`src/sv/rsfe_pkg.sv`:
```
// shared types, constants and frame tables for the remote switch frame encoder
package rsfe_pkg;

    localparam int unsigned QUEUE_DEPTH = 2;
    localparam int unsigned FRAME_LEN   = 36;
    localparam int unsigned PAY_W       = 24;
    localparam int unsigned POS_W       = 6;

    localparam logic [7:0] PULSE_ZERO = 8'd84;
    localparam logic [7:0] PULSE_ONE  = 8'd69;
    localparam logic [7:0] SYNC_BYTE  = 8'd85;
    localparam logic [7:0] END_BYTE   = 8'd43;

    localparam logic [3:0] CHECK_INIT = 4'h5;
    localparam logic [7:0] LOW_WRAP   = 8'h12;

    localparam logic [POS_W-1:0] PREAMBLE_LEN = POS_W'(10);
    localparam logic [POS_W-1:0] PULSE_END    = POS_W'(34);
    localparam logic [POS_W-1:0] SYNC_POS     = POS_W'(34);
    localparam logic [POS_W-1:0] LAST_POS     = POS_W'(FRAME_LEN - 1);
    localparam logic [POS_W-1:0] BIT_BASE     = POS_W'(33);

    typedef enum logic [1:0] {
        CMD_ON    = 2'd0,
        CMD_OFF   = 2'd1,
        CMD_LEARN = 2'd2,
        CMD_NONE  = 2'd3
    } t_command;

    localparam logic [3:0] ACT_ON    = 4'd15;
    localparam logic [3:0] ACT_OFF   = 4'd0;
    localparam logic [3:0] ACT_LEARN = 4'd10;

    typedef struct packed {
        logic full;
        logic empty;
    } t_queue_stat;

    localparam logic [3:0] NIBBLE_TAB [16] = '{
        4'hf, 4'ha, 4'h7, 4'he,
        4'hf, 4'hd, 4'h9, 4'h1,
        4'h1, 4'h2, 4'h4, 4'h8,
        4'h3, 4'h6, 4'hc, 4'hb
    };

    function automatic logic [7:0] preamble_byte(input logic [3:0] idx);
        logic [7:0] b;
        case (idx)
            4'd0:    b = 8'd82;
            4'd1:    b = 8'd5;
            4'd2:    b = 8'd84;
            4'd3:    b = 8'd114;
            4'd4:    b = 8'd60;
            4'd5:    b = 8'd1;
            4'd6:    b = 8'd1;
            4'd7:    b = 8'd105;
            4'd8:    b = 8'd85;
            4'd9:    b = 8'd85;
            default: b = 8'd0;
        endcase
        return b;
    endfunction

endpackage

```
`src/sv/rsfe_front.sv`:
```
// front end: classifies commands and builds the 24-bit payload
module rsfe_front (
    input  logic                      i_valid,
    input  logic [1:0]                i_command,
    input  logic [13:0]               i_house,
    input  logic [2:0]                i_unit,
    input  rsfe_pkg::t_queue_stat     i_qstat,
    output logic                      o_stall,
    output logic                      o_push,
    output logic [rsfe_pkg::PAY_W-1:0] o_payload
);
    import rsfe_pkg::*;

    logic [1:0]  unit_idx;
    logic [3:0]  action;
    logic        supported;
    logic [15:0] code;
    logic [15:0] adj;
    logic [8:0]  lo_sum;
    logic [3:0]  check;

    always_comb begin
        unique case (t_command'(i_command))
            CMD_ON:    begin action = ACT_ON;    supported = 1'b1; end
            CMD_OFF:   begin action = ACT_OFF;   supported = 1'b1; end
            CMD_LEARN: begin action = ACT_LEARN; supported = 1'b1; end
            default:   begin action = ACT_OFF;   supported = 1'b0; end
        endcase
    end

    always_comb begin
        if (i_unit == 3'd0) begin
            unit_idx = 2'd0;
        end else if (i_unit >= 3'd4) begin
            unit_idx = 2'd3;
        end else begin
            unit_idx = 2'(i_unit - 3'd1);
        end
    end

    assign code   = {i_house, unit_idx};
    assign lo_sum = {1'b0, code[7:0]} + 9'd4;

    always_comb begin
        if (code[1:0] == 2'b11) begin
            adj = {code[15:8], (lo_sum[8] ? LOW_WRAP : lo_sum[7:0])};
        end else begin
            adj = code;
        end
    end

    always_comb begin
        check = CHECK_INIT;
        for (int k = 0; k < 16; k++) begin
            if (adj[k]) begin
                check = check ^ NIBBLE_TAB[k];
            end
        end
    end

    assign o_stall   = i_qstat.full;
    assign o_push    = i_valid && !i_qstat.full && supported;
    assign o_payload = {code, check, action};

endmodule

```
`src/sv/rsfe_queue.sv`:
```
// short payload queue between front and back
module rsfe_queue #(
    parameter int unsigned DEPTH = rsfe_pkg::QUEUE_DEPTH
) (
    input  logic                       i_clk,
    input  logic                       i_rst_n,
    input  logic                       i_push,
    input  logic [rsfe_pkg::PAY_W-1:0] i_data,
    input  logic                       i_pop,
    output logic [rsfe_pkg::PAY_W-1:0] o_data,
    output rsfe_pkg::t_queue_stat      o_stat
);
    import rsfe_pkg::*;

    localparam int unsigned AW = (DEPTH > 1) ? $clog2(DEPTH) : 1;
    localparam int unsigned CW = $clog2(DEPTH + 1);

    logic [PAY_W-1:0] r_mem [DEPTH];
    logic [AW-1:0]    r_wr_ptr, n_wr_ptr;
    logic [AW-1:0]    r_rd_ptr, n_rd_ptr;
    logic [CW-1:0]    r_count, n_count;
    logic             do_push, do_pop;

    assign o_stat.full  = (r_count == CW'(DEPTH));
    assign o_stat.empty = (r_count == '0);
    assign do_push      = i_push && !o_stat.full;
    assign do_pop       = i_pop && !o_stat.empty;
    assign o_data       = r_mem[r_rd_ptr];

    always_comb begin
        n_wr_ptr = r_wr_ptr;
        n_rd_ptr = r_rd_ptr;
        n_count  = r_count;
        if (do_push) begin
            n_wr_ptr = (r_wr_ptr == AW'(DEPTH - 1)) ? '0 : r_wr_ptr + AW'(1);
        end
        if (do_pop) begin
            n_rd_ptr = (r_rd_ptr == AW'(DEPTH - 1)) ? '0 : r_rd_ptr + AW'(1);
        end
        if (do_push && !do_pop) begin
            n_count = r_count + CW'(1);
        end else if (do_pop && !do_push) begin
            n_count = r_count - CW'(1);
        end
    end

    always_ff @(posedge i_clk) begin
        if (!i_rst_n) begin
            r_wr_ptr <= '0;
            r_rd_ptr <= '0;
            r_count  <= '0;
        end else begin
            r_wr_ptr <= n_wr_ptr;
            r_rd_ptr <= n_rd_ptr;
            r_count  <= n_count;
        end
    end

    always_ff @(posedge i_clk) begin
        if (do_push) begin
            r_mem[r_wr_ptr] <= i_data;
        end
    end

endmodule

```
`src/sv/rsfe_back.sv`:
```
// back end: serializes one payload into a 36-byte frame
module rsfe_back (
    input  logic                       i_clk,
    input  logic                       i_rst_n,
    input  logic [rsfe_pkg::PAY_W-1:0] i_payload,
    input  rsfe_pkg::t_queue_stat      i_qstat,
    output logic                       o_pop,
    input  logic                       i_stall,
    output logic                       o_valid,
    output logic [7:0]                 o_frame_byte,
    output logic                       o_last
);
    import rsfe_pkg::*;

    logic [POS_W-1:0] r_pos, n_pos;
    logic             r_valid, n_valid;
    logic [7:0]       r_byte;
    logic             r_last;
    logic [7:0]       cur_byte;
    logic [POS_W-1:0] bit_sel;
    logic             advance, emit, at_end;

    assign advance = !r_valid || !i_stall;
    assign emit    = advance && !i_qstat.empty;
    assign at_end  = (r_pos == LAST_POS);
    assign o_pop   = emit && at_end;
    assign bit_sel = BIT_BASE - r_pos;

    always_comb begin
        if (r_pos < PREAMBLE_LEN) begin
            cur_byte = preamble_byte(r_pos[3:0]);
        end else if (r_pos < PULSE_END) begin
            cur_byte = i_payload[bit_sel[4:0]] ? PULSE_ONE : PULSE_ZERO;
        end else if (r_pos == SYNC_POS) begin
            cur_byte = SYNC_BYTE;
        end else begin
            cur_byte = END_BYTE;
        end
    end

    always_comb begin
        n_pos   = r_pos;
        n_valid = r_valid;
        if (advance) begin
            n_valid = emit;
        end
        if (emit) begin
            n_pos = at_end ? '0 : r_pos + POS_W'(1);
        end
    end

    always_ff @(posedge i_clk) begin
        if (!i_rst_n) begin
            r_pos   <= '0;
            r_valid <= 1'b0;
        end else begin
            r_pos   <= n_pos;
            r_valid <= n_valid;
        end
    end

    always_ff @(posedge i_clk) begin
        if (emit) begin
            r_byte <= cur_byte;
            r_last <= at_end;
        end
    end

    assign o_valid      = r_valid;
    assign o_frame_byte = r_byte;
    assign o_last       = r_last;

endmodule

```
`src/sv/remote_switch_frame_encoder.sv`:
```
// top level of the remote switch frame encoder
//
//  channel   | direction | handshake           | payload
//  ----------+-----------+---------------------+------------------------------
//  command   | in        | i_valid / o_stall   | i_command, i_house, i_unit
//  frame     | out       | o_valid / i_stall   | o_frame_byte, o_last
//
// each supported command produces 36 frame bytes, one per cycle while i_stall is low, from the output register
// a new command is taken whenever the queue is not full, also while an earlier frame is still being serialized
// the payload queue holds up to QUEUE_DEPTH payloads, the one being serialized included
// synchronous active-low reset empties the queue and the output register
// i_stall holds the current byte; o_stall rises only while the queue is full
module remote_switch_frame_encoder #(
    parameter int unsigned QUEUE_DEPTH = rsfe_pkg::QUEUE_DEPTH
) (
    input  logic        i_clk,
    input  logic        i_rst_n,
    input  logic        i_valid,
    output logic        o_stall,
    input  logic [1:0]  i_command,
    input  logic [13:0] i_house,
    input  logic [2:0]  i_unit,
    output logic        o_valid,
    input  logic        i_stall,
    output logic [7:0]  o_frame_byte,
    output logic        o_last
);
    import rsfe_pkg::*;

    t_queue_stat      qstat;
    logic             push, pop;
    logic [PAY_W-1:0] push_data, head_data;

    rsfe_front u_front (
        .i_valid   (i_valid),
        .i_command (i_command),
        .i_house   (i_house),
        .i_unit    (i_unit),
        .i_qstat   (qstat),
        .o_stall   (o_stall),
        .o_push    (push),
        .o_payload (push_data)
    );

    rsfe_queue #(
        .DEPTH (QUEUE_DEPTH)
    ) u_queue (
        .i_clk   (i_clk),
        .i_rst_n (i_rst_n),
        .i_push  (push),
        .i_data  (push_data),
        .i_pop   (pop),
        .o_data  (head_data),
        .o_stat  (qstat)
    );

    rsfe_back u_back (
        .i_clk        (i_clk),
        .i_rst_n      (i_rst_n),
        .i_payload    (head_data),
        .i_qstat      (qstat),
        .o_pop        (pop),
        .i_stall      (i_stall),
        .o_valid      (o_valid),
        .o_frame_byte (o_frame_byte),
        .o_last       (o_last)
    );

endmodule
```
`config.mk`:
```
export PLATFORM = sky130hd
export DESIGN_NAME = remote_switch_frame_encoder
export DESIGN_NICKNAME = d
export VERILOG_FILES = /design/src/sv/rsfe_pkg.sv /design/src/sv/rsfe_front.sv /design/src/sv/rsfe_queue.sv /design/src/sv/rsfe_back.sv /design/src/sv/remote_switch_frame_encoder.sv
export SDC_FILE = /design/constraint.sdc
export NUM_CORES = 1
export LEC_CHECK = 0
export BUFFER_PORTS_ARGS = -buffer_cell sky130_fd_sc_hd__buf_4
export CAP_MARGIN = 20
export CORE_MARGIN = 1
export CORE_UTILIZATION = 64
export DETAILED_ROUTE_END_ITERATION = 8
export PLACE_DENSITY = 0.91
export SYNTH_ARGS = -nofsm -noshare
export SYNTH_HDL_FRONTEND = slang
export SYNTH_SLANG_ARGS = --single-unit
```
`constraint.sdc`:
```
create_clock -name i_clk -period 4.15 [get_ports i_clk]
set_input_delay 0.6225 -clock i_clk [delete_from_list [all_inputs] [get_ports i_clk]]
set_output_delay 0.6225 -clock i_clk [all_outputs]
set_load 0.01 [all_outputs]
```
==> impl_summary.txt <==
----------------------------------------------------
[Run status]
  Outcome ... finished clean

[Critical path]
  Worst-path cell with the longest stage delay ... sky130_fd_sc_hd__dfxtp_1
  CP Class ... register to register
  Ordered cell list for the critical path ... ha_1 -> inv_1 -> nor3_1 -> nand2_1 -> ha_1 -> or3_1 -> a21boi_0
  Most used cell along the critical path ... sky130_fd_sc_hd__ha_1
  Type of element capturing the critical path ... register
  Type of origin of the critical path ... register
  Largest fanout on the critical path ... 17
  Cell family with the largest share of critical-path delay ... simple AND/OR/NAND/NOR gates
  Required time at the endpoint of the critical path ... 4430 ps
  Crit-path max cell delay ... 760 ps
  Number of buffers and inverters on the critical path ... 1
  Data arrival, critical path ... 3000 ps

[Clock tree]
  Cell at the root of the clock tree ... sky130_fd_sc_hd__clkbuf_8
  Clock latency on the worst-skew pair ... 340 ps
  Post-CTS sizing ... 0
  Hold buffers post-CTS ... 0
  Count of H-tree levels built during CTS ... 3
  Clock tree from TritonCTS ... yes
  Buffer depth of the longest clock path ... 2
  Number of buffers added by the clock tree synthesis step ... 9
  Post-CTS setup-driven buffer insertion count ... 0
  Number of sinks handled by clock tree synthesis ... 71
  Clock edge transition at the registers on the reported setup and hold paths ... 80 ps

[Floorplanning]
  Height of the chip ... 77.0 um
  Num ports ... 34
  DIE WIDTH ... 77.0 um
  Core footprint ... 0.00527 mm^2
  Total die area ... 0.00593 mm^2
  Effective utilization at floorplan ... 0.683
  Standard-cell row count ... 26

[Global routing]
  Total routing usage reported by global routing ... 0.269
  Congestion Overflow GR ... 0
  Maximum number of pins on one net before global-route repair ... 23
  Number of global-route vias before repair ... 2393
  First-pass GRT wire length ... 11900 um
  Number of antenna violations at the first check in global routing ... 0

[STA]
  Clock Skew ... 6.46 ps
  Max-slew violation count ... 0
  Clock period minus worst slack ... 2720 ps
  Max Clock Freq ... 0.367 GHz
  Slew at the pin closest to its max-slew limit ... 1030 ps
  Final setup violation count ... 0
  Worst relative slew slack ... 0.312
  Sum Neg Setup Slack ... 0 ps
  Crit share post-route ... 0.656
  RSZ-0062 raised after global routing ... no
  Final hold viol count ... 0

[Routing]
  DR vias ... 2357
  Wire length per cell ... 18.5 um
  DR DRC count ... 0
  Vias per std cell ... 6.12
  Number of violations reported at the end of detailed-routing iteration 0 ... 277
  Detailed-routing iteration count for the pre-antenna-repair pass ... 5
  Final wirelength ... 7140 um
  Final ANT Viol Nets ... 0

[Synth]
  Most area-hungry cell type in the Yosys netlist ... sky130_fd_sc_hd__edfxtp_1
  Complex-gate fraction of the synthesized area ... 0.106
  Sequential-to-total area share from yosys stat ... 0.539
  Count leader, synth ... sky130_fd_sc_hd__edfxtp_1
  Top post-synthesis cells by area ... sky130_fd_sc_hd__edfxtp_1 (43%), sky130_fd_sc_hd__dfxtp_1 (11%), sky130_fd_sc_hd__mux4_1 (4.4%)
  Average footprint of a synthesized cell ... 13.1 um^2
  Post-synth EDFFs ... 52
  Area share of the largest cell type after synthesis ... 0.434
  Main combinational cell family by area after synthesis ... compound AO/OA/AOI/OAI gates
  Cell variety after synth ... 61
  Number of synthesis warnings ... 0
  Most used flip-flop cell after synthesis ... sky130_fd_sc_hd__edfxtp_1
  Cell count after synthesis ... 275
  Fraction of the mapped netlist area in simple logic gates ... 0.0973
  Post-synthesis share of cell area spent on xor and xnor gates ... 0.0862
  Mux cell area share after synthesis ... 0.103
  Async set-reset flop share out of synthesis ... 0
  Yosys reg bits ... 71
  Post-synthesis instance area ... 0.00360 mm^2
  Number of nets produced by synthesis ... 307
  Commonest cells in the synthesized netlist ... sky130_fd_sc_hd__edfxtp_1 (52), sky130_fd_sc_hd__inv_1 (20), sky130_fd_sc_hd__dfxtp_1 (19)
  Share of synthesized cell area in full adder, half adder and majority cells ... 0.0313

[Placed design]
  Total instance count after detailed placement ... 369
  Post-placement cell area ... 0.00389 mm^2
  Port buffer count ... 32
  GP Congestion ... 0.922
  Detailed placement HPWL ... 4870 um

[Power]
  Max VDD drop ... 369 uV
  Static leakage ... 0.00163 uW
  Power density cells ... 457 mW/mm^2

[Cells and area]
  Final instance area ... 0.00414 mm^2
  Ratio of cells with drive above 1 in the final layout ... 0.200
  Antenna diode count ... 0
  Area growth from synthesis to layout ... 15.0%
  Final standard cell count with taps included and fillers excluded ... 385
  Number of nets in the finished design ... 342
  Filler cells ... 303

[Min path]
  Hold Path Class ... input port to register

[Flow run]
  Number of max-cap violations ... 0

----------------------------------------------------
[worst reg2reg max path, stage by stage (launching register included)]
cell	delay, ps
sky130_fd_sc_hd__dfxtp_1	760
sky130_fd_sc_hd__ha_1	340
sky130_fd_sc_hd__inv_1	110
sky130_fd_sc_hd__nor3_1	340
sky130_fd_sc_hd__nand2_1	180
sky130_fd_sc_hd__ha_1	360
sky130_fd_sc_hd__or3_1	380
sky130_fd_sc_hd__a21boi_0	170
[through the flow]
stage	setup WS, ps	utilization	hold WS, ps	power (uW)
after global placement	1370	0.738	489	1220
after global routing	1260	0.786	455	1960
final	1430	0.786	473	1890
after CTS	1450	0.786	467	1900
after detailed placement	1280	0.738	495	1240
after floorplan	1630	-	479	1130
[final timing paths]
| check | from | to | slack [ps] | depth (start not counted) |
|---|---|---|---|---|
| min reg2reg | register | u_back.o_frame_byte[1]$_DFFE_PP_ | 520 | 1 |
| max | u_back.r_pos[1]$_SDFFE_PN0P_ | u_queue.r_count[1]$_SDFFE_PN0P_ | 1430 | 7 |
| max reg2reg | u_back.r_pos[1]$_SDFFE_PN0P_ | u_queue.r_count[1]$_SDFFE_PN0P_ | 1430 | 7 |
| min | i_house[8] | u_queue.r_mem[0][18]$_DFFE_PP_ | 470 | 1 |
[per-layer routing]
metal / global-route usage / share of wire
met2: 0.471 / 0.52
met3: 0.0571 / 0.070
met5: 0 / 0
met1: 0.338 / 0.40
met4: 0.0736 / 0.013
[report_power, final]
part	leakage (uW)	total (uW)	switching, uW	internal [uW]
clock	0.000129	661	271	390
sequential	0.000635	890	36.0	854
combinational	0.000866	343	175	168
[final cells by class]
cell class	instances	area [um^2]	share of cell area
tap	70	87.6	0.0211
sequential	71	1940	0.469
multi-input combinational	173	1530	0.369
clock inverter	4	53.8	0.0130
clock buffer	12	199	0.0480
timing repair buffer	33	248	0.0598
inverter	22	82.6	0.0199
[placed cells by master (no fill, tap or decap), drive strengths merged, types with 3 or more instances in the layout]
cell	instances
nor3b	3
a211oi	4
o21bai	4
nand2b	3
a21o	4
nand3	5
xnor3	5
a21oi	12
mux2i	5
xor2	5
o21ai	13
and2	8
buf	33
clkbuf	12
dfxtp	19
nor3	8
inv	23
or3	3
nor2b	4
nand2	11
ha	9
mux4	12
xnor2	14
nor2	12
edfxtp	52
[cell families after synthesis]
logic type	after synthesis
simple gates	64
compound gates	55
xor+xnor	25
fa+ha+maj	9
other cells	1
flops	71
mux	19
buf+inv	31
Note: power is estimated with default switching activity, not from simulation.
